==> src/design/pit_pkg.sv <==
// ----------------------------------------------------------------------------
// Interval timer package
// Shared types, constants and codes for the three-channel interval timer.
// ----------------------------------------------------------------------------
package pit_pkg;

  localparam int CHANNELS_DEF  = 3;
  localparam int TICK_BITS_DEF = 32;

  localparam logic [1:0] CMD_WRITE = 2'd0;
  localparam logic [1:0] CMD_READ  = 2'd1;
  localparam logic [1:0] CMD_TICK  = 2'd2;

  localparam logic [1:0] PORT_CTRL = 2'd3;

  localparam logic [1:0] ACC_LATCH = 2'd0;
  localparam logic [1:0] ACC_LOW   = 2'd1;
  localparam logic [1:0] ACC_HIGH  = 2'd2;
  localparam logic [1:0] ACC_BOTH  = 2'd3;

  localparam logic [1:0] MODE_ONESHOT = 2'd0;
  localparam logic [1:0] MODE_SQUARE  = 2'd3;

  typedef enum logic [2:0] {
    ST_IDLE,
    ST_ACCESS,
    ST_MOD_LOAD,
    ST_MOD_RUN,
    ST_UPDATE,
    ST_EMIT
  } pit_state_t;

  // Controller to datapath.
  typedef struct packed {
    logic capture;   // take the request into the datapath
    logic access;    // perform the write or read
    logic mod_load;  // load the remainder unit for the current channel
    logic mod_step;  // one restoring step of the remainder unit
    logic update;    // apply the remainder to the current channel
    logic next_chan; // advance to the next channel
    logic emit;      // load the result register
  } pit_cmd_t;

  // Datapath to controller.
  typedef struct packed {
    logic is_tick;
    logic mod_done;
    logic last_chan;
  } pit_stat_t;

endpackage

==> src/design/pit_ctrl.sv <==
// ----------------------------------------------------------------------------
// Interval timer controller
// Sequences one request: access, or a remainder per channel for a tick.
// ----------------------------------------------------------------------------
module pit_ctrl import pit_pkg::*; (
  input  logic      clk,
  input  logic      rst,
  input  logic      in_valid,
  output logic      in_ready,
  input  logic      out_free,
  input  pit_stat_t stat,
  output pit_cmd_t  cmd
);

  pit_state_t state, state_next;

  always_ff @(posedge clk) begin
    if (rst) state <= ST_IDLE;
    else state <= state_next;
  end

  always_comb begin
    state_next = state;
    case (state)
      ST_IDLE:     if (in_valid) state_next = ST_ACCESS;
      ST_ACCESS:   state_next = stat.is_tick ? ST_MOD_LOAD : ST_EMIT;
      ST_MOD_LOAD: state_next = ST_MOD_RUN;
      ST_MOD_RUN:  if (stat.mod_done) state_next = ST_UPDATE;
      ST_UPDATE:   state_next = stat.last_chan ? ST_EMIT : ST_MOD_LOAD;
      ST_EMIT:     if (out_free) state_next = ST_IDLE;
      default:     state_next = ST_IDLE;
    endcase
  end

  always_comb begin
    cmd = '0;
    in_ready = 1'b0;
    case (state)
      ST_IDLE: begin
        in_ready = 1'b1;
        cmd.capture = in_valid;
      end
      ST_ACCESS:   cmd.access = 1'b1;
      ST_MOD_LOAD: cmd.mod_load = 1'b1;
      ST_MOD_RUN:  cmd.mod_step = 1'b1;
      ST_UPDATE: begin
        cmd.update = 1'b1;
        cmd.next_chan = 1'b1;
      end
      ST_EMIT:     cmd.emit = out_free;
      default: ;
    endcase
  end

endmodule

==> config.mk <==
export PLATFORM = sky130hd
export DESIGN_NAME = pit_ctrl
export DESIGN_NICKNAME = d
export VERILOG_FILES = /design/src/design/pit_pkg.sv /design/src/design/pit_ctrl.sv
export SDC_FILE = /design/constraint.sdc
export NUM_CORES = 1
export LEC_CHECK = 0
export BUFFER_PORTS_ARGS = -buffer_cell sky130_fd_sc_hd__buf_2
export CORE_AREA = 4 4 41 43
export DETAILED_ROUTE_END_ITERATION = 6
export DIE_AREA = 0 0 45 47
export HOLD_SLACK_MARGIN = 0.05
export PLACE_DENSITY = 0.5
export SETUP_SLACK_MARGIN = 0.5
export SLEW_MARGIN = 30
export SYNTH_ARGS = -nofsm -noshare
export SYNTH_HDL_FRONTEND = slang
export SYNTH_SLANG_ARGS = --single-unit
export TNS_END_PERCENT = 1
==> constraint.sdc <==
create_clock -name clk -period 1.1 [get_ports clk]
set_input_delay 0.11 -clock clk [delete_from_list [all_inputs] [get_ports clk]]
set_output_delay 0.11 -clock clk [all_outputs]
set_load 0.1 [all_outputs]
==> results of run 1 <==
-- worst reg2reg max path: stages (launching register included) --
cell,delay (ns)
dfxtp_2,0.34
buf_2,0.15
buf_4,0.12
nand2b_1,0.07
a211o_1,0.29
a211oi_2,0.19
-- per-layer routing --
layer,global-route usage (%),up-vias,wire [um],part of all wire (%)
met5,0,-,0,0
met4,11.1,0,14,1.1
met3,3.07,2,53,4.3
met2,21.2,13,688,55
met1,14.2,199,484,39
li1,-,211,-,-
-- synth_stat cells --
library cell and count:
o32ai_1 1, inv_1 2, nand2b_1 2, o21ai_0 2, and2_1 1, nor3b_1 1, and2b_1 1, a21o_1 1
o22a_1 1, o21ai_1 1, nand3b_1 2, a31oi_1 1, inv_2 1, a21oi_1 1, dfxtp_1 3, nor2_1 1
nor4bb_1 1, a211o_1 2, a211oi_1 1, a32oi_1 1, buf_2 3, nor3_1 5, or4_4 1, and4_1 1
nand4b_1 1, buf_4 1
-- power breakdown --
group,switching (mW),leakage (nW),internal [mW],total [mW]
Combinational,0.863,0.255,0.608,1.47
Clock,0.0558,0.0150,0.136,0.192
Sequential,0.0464,0.0261,0.147,0.194
Total,0.965,0.296,0.891,1.86
-- final cells by class --
| type | count | area share, % |
|---|---|---|
| tap | 15 | 2.57 |
| clock buffer | 4 | 3.60 |
| sequential | 3 | 9.09 |
| multi-input combinational | 29 | 38.9 |
| inverter | 3 | 1.54 |
| timing repair buffer | 30 | 44.3 |
-- how the worst max path moves through the flow --
stage | endpoint | from | cells past startpoint
6_report | cmd[0] | state[1]$_SDFFE_PP0P_ | 3
5_1_grt | cmd[0] | state[1]$_SDFFE_PP0P_ | 3
4_1_cts | cmd[6] | state[2]$_SDFFE_PP0P_ | 5
3_5_place_dp | state[2]$_SDFFE_PP0P_ | state[0]$_SDFFE_PP0P_ | 3
3_3_place_gp | state[2]$_SDFFE_PP0P_ | state[1]$_SDFFE_PP0P_ | 3
2_1_floorplan | cmd[6] | state[1]$_SDFFE_PP0P_ | 3
-- timing repair --
action,in CTS,in global routing
endpoints found under the setup margin,11,11
pin swaps,3,3
buffers inserted,2,0
cloned,1,0
resized for setup,6,8
endpoints found under the hold margin,0,0
-- layout by cell type (no fill, tap or decap) --
cell type | netlist | layout
a211o_1 | 2 | 2
a211oi_2 | 0 | 1
a21o_1 | 1 | 1
a21oi_1 | 1 | 1
a31oi_1 | 1 | 1
a32oi_1 | 1 | 1
and2_4 | 0 | 1
and2b_1 | 1 | 1
and4_1 | 1 | 1
buf_12 | 0 | 8
buf_2 | 3 | 7
buf_4 | 1 | 11
buf_6 | 0 | 4
clkbuf_1 | 0 | 1
clkbuf_4 | 0 | 3
dfxtp_2 | 0 | 2
dfxtp_4 | 0 | 1
inv_1 | 2 | 2
inv_2 | 1 | 1
nand2b_1 | 2 | 2
nand3b_1 | 2 | 2
nand4b_1 | 1 | 1
nor2_1 | 1 | 1
nor3_4 | 0 | 5
nor3b_2 | 0 | 1
nor4bb_2 | 0 | 1
o21ai_0 | 2 | 2
o21ai_1 | 1 | 1
o22a_1 | 1 | 1
o32ai_2 | 0 | 1
or4_4 | 1 | 1
-- cell families (layout without fill, tap and decap cells) --
group,Yosys count,in the layout
DFF,3,3
and+or+nand+nor,17,17
AOI/OAI and AO/OA,12,12
buffers and inverters,7,37
-- stage by stage --
stage	TNS [ns]	cells	cell area [um2]	hold slack [ns]
6_report	-2.17	84	729	0.0978
5_1_grt	-2.71	84	729	0.103
4_1_cts	-2.19	84	687	0.0618
3_5_place_dp	-0.531	77	621	0.314
3_3_place_gp	-0.421	77	621	0.322
2_1_floorplan	-5.06	39	353	0.172
==> key figures, run 1 <==
Run status
  • Run status: finished, violations left
  • Failing checks: negative setup slack

STA
  • Fin crit share: 126%
  • Slew at the pin with the worst max-slew slack: about 0.29 ns
  • Time the final worst path needs with I/O delays and setup: 1.39 ns
  • Fin. max-slew vios: 0
  • Unrepaired setup endpoints after global routing: true
  • Final WS setup: -0.285 ns
  • Count of final hold-check violations: 0
  • Total of endpoints with negative setup slack in the final report: 10
  • Worst clock skew: 0.000969 ns
  • Maximum clock rate: between 0.7 and 0.8 GHz
  • Relative slew slack: roughly 80%

Finish
  • Layout Nets: a little under 80
  • Registers with the most flip-flops: state: 3 flops
  • Multi-input logic area: 284 um2
  • Top reg by flops: state
  • Core utilization of the finished layout: 56.1%
  • Relative area change from synthesis to final layout: 147%
  • Number of flip-flops in the largest register: 3
  • Fraction of final layout cells with drive strength greater than 1: between 60 and 70%
  • Area taken by flip-flops and latches: 66.3 um2
  • Filler cell count in the final layout: 123
  • Count of inserted antenna diode cells: 0

Synthesis
  • Cell type with the highest aggregate area in the netlist: dfxtp_1
  • Top-area cell type share of the netlist area: 20.3%
  • Mux share of post-synthesis cell area: 0%
  • Count of mapped cells out of synthesis: 39
  • Avg Cell Area, Syn: about 7.6 um2
  • Post-Synth Adder-Cell Area: 0%
  • Post-synthesis share of cell area spent on and, or, nand and nor gates: between 30% and 40%
  • Net count after synthesis: 46
  • Syn. warnings: 0
  • Combinational family with the most area after synthesis: simple AND/OR/NAND/NOR gates
  • Cells taking the most area after synthesis: dfxtp_1, nor3_1, a211o_1, buf_2, nand3b_1
  • Register bit total from synthesis: 3
  • Register area share after synthesis: roughly a fifth
  • Compound-Gate Fraction of Synth Area: between 20% and 30%
  • Xor/xnor share of the synthesized area: 0%
  • Distinct cell type count of the synthesized netlist: 26
  • Post-Synthesis Cell Area: a little under 300 um2

Place
  • Worst slack after detailed placement: -0.101 ns
  • Buffers added on ports: 14
  • Weighted congestion at the end of routability-driven global placement: between 0.7 and 0.8
  • DP HPWL: 775 um

Pwr
  • Total power after layout: approximately 1.9 mW
  • Leakage power total: 0.296 nW
  • Peak ir drop on the vdd network: approximately 1.4 mV
  • Power per standard cell area: around 2500 nW/um2

CTS
  • Hold bufs inserted after CTS: 0
  • Clock buffers created by TritonCTS: 3
  • TritonCTS Sinks: 3
  • Buffer type at the clock tree root: clkbuf_4
  • Clock latency at the later pin of the worst-skew pair: between 0.2 and 0.25 ns
  • Largest buffer count on any clock path: 2
  • CTS tree: yes
  • Clock transition at the registers of the reported paths: ~0.04 ns
  • Number of levels in the clock H-tree: 1

Routing
  • Detailed-route via count: 425
  • Sum of routed wire length over all layers: 1240 um
  • DRC violations left: 0
  • Number of DRC violations after detailed-routing iteration 0: 5
  • Number of nets with antenna violations after routing: 0
  • 1st-pass router iterations: 4
  • Mean routed wirelength per cell: around 15 um
  • Detail-routed via count per cell: between 5 and 6

Global route
  • Wire length of the first global-routing pass: about 1900 um
  • Overall global routing resource usage: 13.0%
  • Maximum number of pins on one net before global-route repair: 9
  • Via count of the first global-routing pass: 434
  • Congestion Overflow GR: 0
  • Antenna violations before repair: 0

Floorplan
  • Die width: between 40 and 50 um
  • Total die area: between 2000 and 2500 um2
  • I/O pin count: 15
  • Die height: about 47 um
  • Initial Utilization: between 20% and 30%
  • Placeable core region: 1300 um2
  • Row count: 13

Critical path
  • Largest incremental delay on the critical path: between 0.3 and 0.4 ns
  • Critical path class: flip-flop to output port
  • Path depth of the worst reg2reg path: 5
  • Largest driver fanout on the critical path: 8
  • Cell Chain, Critical Path: inv_1 -> and4_1 -> buf_12
  • Combined buffer and inverter count along the critical path: 2
  • Kind of cell with the highest combined delay on the critical path: buffers and inverters
  • Startpoint kind of the worst setup timing path: flip-flop
  • R2r startpoint: state[2]$_SDFFE_PP0P_
  • R2R setup slack: -0.15 ns
  • CP Data Arrival Time: around 1.3 ns
  • Crit path capture type: output port
  • Required @ worst endpoint: 0.99 ns
  • End of the worst register-to-register path: state[2]$_SDFFE_PP0P_
  • Crit-path slowest cell: dfxtp_4

Hold path
  • Hold_sp: rst
  • Worst Hold Path EP: state[1]$_SDFFE_PP0P_
  • Worst Hold Depth: 2
  • Hold Path Class: input port to flip-flop

Run
  • Max capacitance violation total: 0
Note: power is estimated with default switching activity, not from simulation.
==> run 2: changes to the inputs <==
--- a/config.mk
+++ b/config.mk
@@ -5,12 +5,12 @@
 export SDC_FILE = /design/constraint.sdc
 export NUM_CORES = 1
 export LEC_CHECK = 0
-export BUFFER_PORTS_ARGS = -buffer_cell sky130_fd_sc_hd__buf_2
+export BUFFER_PORTS_ARGS = -buffer_cell sky130_fd_sc_hd__buf_4
 export CORE_AREA = 4 4 41 43
 export DETAILED_ROUTE_END_ITERATION = 6
 export DIE_AREA = 0 0 45 47
 export HOLD_SLACK_MARGIN = 0.05
-export PLACE_DENSITY = 0.5
+export PLACE_DENSITY = 0.49
 export SETUP_SLACK_MARGIN = 0.5
 export SLEW_MARGIN = 30
 export SYNTH_ARGS = -nofsm -noshare
==> constraint.sdc (replaced) <==
create_clock -name clk -period 1.5 [get_ports clk]
set_input_delay 0.15 -clock clk [delete_from_list [all_inputs] [get_ports clk]]
set_output_delay 0.15 -clock clk [all_outputs]
set_load 0.1 [all_outputs]
==> run 2 against run 1 <==
Compared with the run above: the flow now finishes without violations; largest power group unchanged; die area stayed put; largest cell class is now multi-input combinational cells; first-iteration DRC count is 20% higher; cell count is 13% lower; routed wire length is 33% lower; critical path type is now flip-flop to flip-flop; utilization is 12 points lower; register-to-register slack better by 0.29 ns; flip-flop and latch count stayed put; highest routed layer unchanged; power is 41% lower; combinational power is 47% lower; sequential power is 13% lower.
==> key figures, run 2 (same netlist as run 1, synthesis figures left out) <==
Critical path
  • Largest incremental delay on the critical path: 0.52 ns (+0.15 ns)
  • Combined buffer and inverter count along the critical path: 1 (-1)
  • Critical path class: flip-flop to flip-flop
  • Cell Chain, Critical Path: buf_12 -> or4_4 -> a31oi_1 -> a211oi_1
  • Required @ worst endpoint: 1.62 ns (+0.63 ns)
  • Crit-path slowest cell: or4_4
  • Crit path capture type: flip-flop
  • Largest driver fanout on the critical path: 8 (unchanged)
  • Startpoint kind of the worst setup timing path: flip-flop
  • Kind of cell with the highest combined delay on the critical path: simple AND/OR/NAND/NOR gates
  • CP Data Arrival Time: 1.48 ns (+0.20 ns)

STA
  • Maximum clock rate: around 0.73 GHz
  • Slew at the pin with the worst max-slew slack: 0.279 ns (-0.0147 ns)
  • Final WS setup: 0.138 ns (+0.423 ns)
  • Fin. max-slew vios: 0 (unchanged)
  • Relative slew slack: 81.6% (+1.3 points)
  • Unrepaired setup endpoints after global routing: true
  • Fin crit share: 90.8%
  • Time the final worst path needs with I/O delays and setup: approximately 1.4 ns
  • Total of endpoints with negative setup slack in the final report: 0 (-10)
  • Count of final hold-check violations: 0 (unchanged)
  • Worst clock skew: 0.00461 ns (+0.00364 ns)

Finish
  • Core utilization of the finished layout: 43.7% (-12 points)
  • Number of flip-flops in the largest register: 3 (unchanged)
  • Count of inserted antenna diode cells: 0 (unchanged)
  • Top reg by flops: state
  • Registers with the most flip-flops: state: 3 flops
  • Area taken by flip-flops and latches: 71.3 um2 (+7.5%)
  • Multi-input logic area: 241 um2 (-15%)
  • Relative area change from synthesis to final layout: 92.4%
  • Fraction of final layout cells with drive strength greater than 1: 58.6% (-11 points)
  • Filler cell count in the final layout: 144 (+17%)
  • Highest-count cells in the layout ignoring fill and taps: buf_4, buf_6
  • Commonest non-fill, non-tap cell in the layout: buf_4
  • Layout Nets: 66 (-14%)

Routing
  • Mean routed wirelength per cell: 11.5 um (-22%)
  • DRC violations left: 0 (unchanged)
  • 1st-pass router iterations: 2 (-2)
  • Number of nets with antenna violations after routing: 0 (unchanged)
  • Detail-routed via count per cell: 5.22 (+3.2%)
  • Number of DRC violations after detailed-routing iteration 0: 6 (+1)
  • Sum of routed wire length over all layers: 837 um (-33%)
  • Detailed-route via count: 381 (-10%)

Pwr
  • Power per standard cell area: 1930 nW/um2 (-24%)
  • Peak ir drop on the vdd network: 0.763 mV (-46%)
  • Leakage power total: 0.224 nW (-24%)
  • Logic pwr share: 71.4% (-7.8 points)
  • Switching part of the total power: 56.6% (+4.6 points)
  • Clock network power share: 13.3% (+3.0 points)
  • Sequential cell fraction of total power: 15.3% (+4.9 points)
  • Reported net switching power: 621 uW (-36%)
  • Cell internal power dissipation: 476 uW (-47%)

Global route
  • Via count of the first global-routing pass: 329 (-24%)
  • Overall global routing resource usage: 9.94% (-3.0 points)
  • Wire length of the first global-routing pass: 1470 um (-23%)
  • Maximum number of pins on one net before global-route repair: 15 (+6)
  • Congestion Overflow GR: 0 (unchanged)
  • Antenna violations before repair: 0 (unchanged)

Floorplan
  • I/O pin count: 15 (unchanged)
  • Die height: 47 um (unchanged)
  • Die width: 45 um (unchanged)
  • Total die area: 2120 um2 (unchanged)
  • Initial Utilization: 22.7% (unchanged)
  • Placeable core region: 1300 um2 (unchanged)
  • Row count: 13 (unchanged)

Place
  • Worst slack after detailed placement: 0.152 ns (+0.252 ns)
  • Weighted congestion at the end of routability-driven global placement: 0.741 (+0.19%)
  • DP HPWL: 637 um (-18%)
  • Buffers added on ports: 14 (unchanged)

CTS
  • Largest buffer count on any clock path: 2 (unchanged)
  • Clock transition at the registers of the reported paths: 0.04 ns (about the same)
  • TritonCTS Sinks: 3 (unchanged)
  • Clock buffers created by TritonCTS: 3 (unchanged)
  • Buffer type at the clock tree root: clkbuf_4
  • Hold bufs inserted after CTS: 0 (unchanged)
  • Clock latency at the later pin of the worst-skew pair: 0.24 ns (about the same)
  • CTS tree: yes
  • Number of levels in the clock H-tree: 1 (unchanged)

Run
  • Max capacitance violation total: 0 (unchanged)

Run status
  • Run status: finished clean

Hold path
  • Hold Path Class: input port to flip-flop
-- run 2: power by group through the flow --
stage | Clock [mW] | Sequential [mW] | Combinational (mW)
global route | 0.165 | 0.178 | 0.819
CTS | 0.156 | 0.168 | 0.787
global placement | 0 | 0.175 | 0.689
detailed placement | 0 | 0.170 | 0.688
floorplan | 0 | 0.122 | 0.634
finish | 0.146 | 0.168 | 0.783
-- run 2: repair_timing --
item	in CTS	in global routing
setup endpoints to repair	11	10
gates resized for setup	17	0
pin swaps	3	1
cloned	0	0
setup buffers	3	0
-- run 2: final cells by class --
cell class                      instances  share of cell area (%)
Multi-Input combinational cell         29                    42.5
Clock buffer                            4                    4.63
Timing Repair Buffer                   19                    35.0
Sequential cell                         3                    12.6
Tap cell                               15                    3.30
Inverter                                3                    1.98
-- run 2: final timing paths --
path,startpoint,endpoint,slack (ns),depth (start not counted)
setup / recovery,state[2]$_SDFFE_PP0P_,state[2]$_SDFFE_PP0P_,0.14,4
hold / removal,rst,state[1]$_SDFFE_PP0P_,0.09,2
setup reg to reg,state[2]$_SDFFE_PP0P_,state[2]$_SDFFE_PP0P_,0.14,4
hold reg to reg,state[2]$_SDFFE_PP0P_,state[1]$_SDFFE_PP0P_,0.65,3
-- run 2: stage by stage --
| stage | power [mW] | hold WS, ns | instances | setup TNS, ns | instance area, um2 |
|---|---|---|---|---|---|
| 6_report | 1.10 | 0.0945 | 73 | 0 | 568 |
| 4_1_cts | 1.11 | 0.0828 | 73 | 0 | 568 |
| 3_3_place_gp | 0.864 | 0.333 | 66 | 0 | 453 |
| 2_1_floorplan | 0.756 | 0.212 | 39 | -2.16 | 353 |
| 3_5_place_dp | 0.858 | 0.338 | 66 | 0 | 453 |
| 5_1_grt | 1.16 | 0.0851 | 73 | 0 | 568 |
-- run 2: metal layers --
layer  global-route usage, %  vias to the layer above  part of all wire, %
met5                       0                        -                    0
met4                    8.77                        0                  2.3
met3                    2.30                        2                  7.4
met2                    15.3                       12                   50
met1                    11.6                      176                   40
li1                        -                      191                    -
-- run 2: worst register-to-register path: stages, from the launching register on --
cell,delay (ns)
dfxtp_4,0.35
buf_12,0.13
or4_4,0.53
a31oi_1,0.18
a211oi_1,0.06
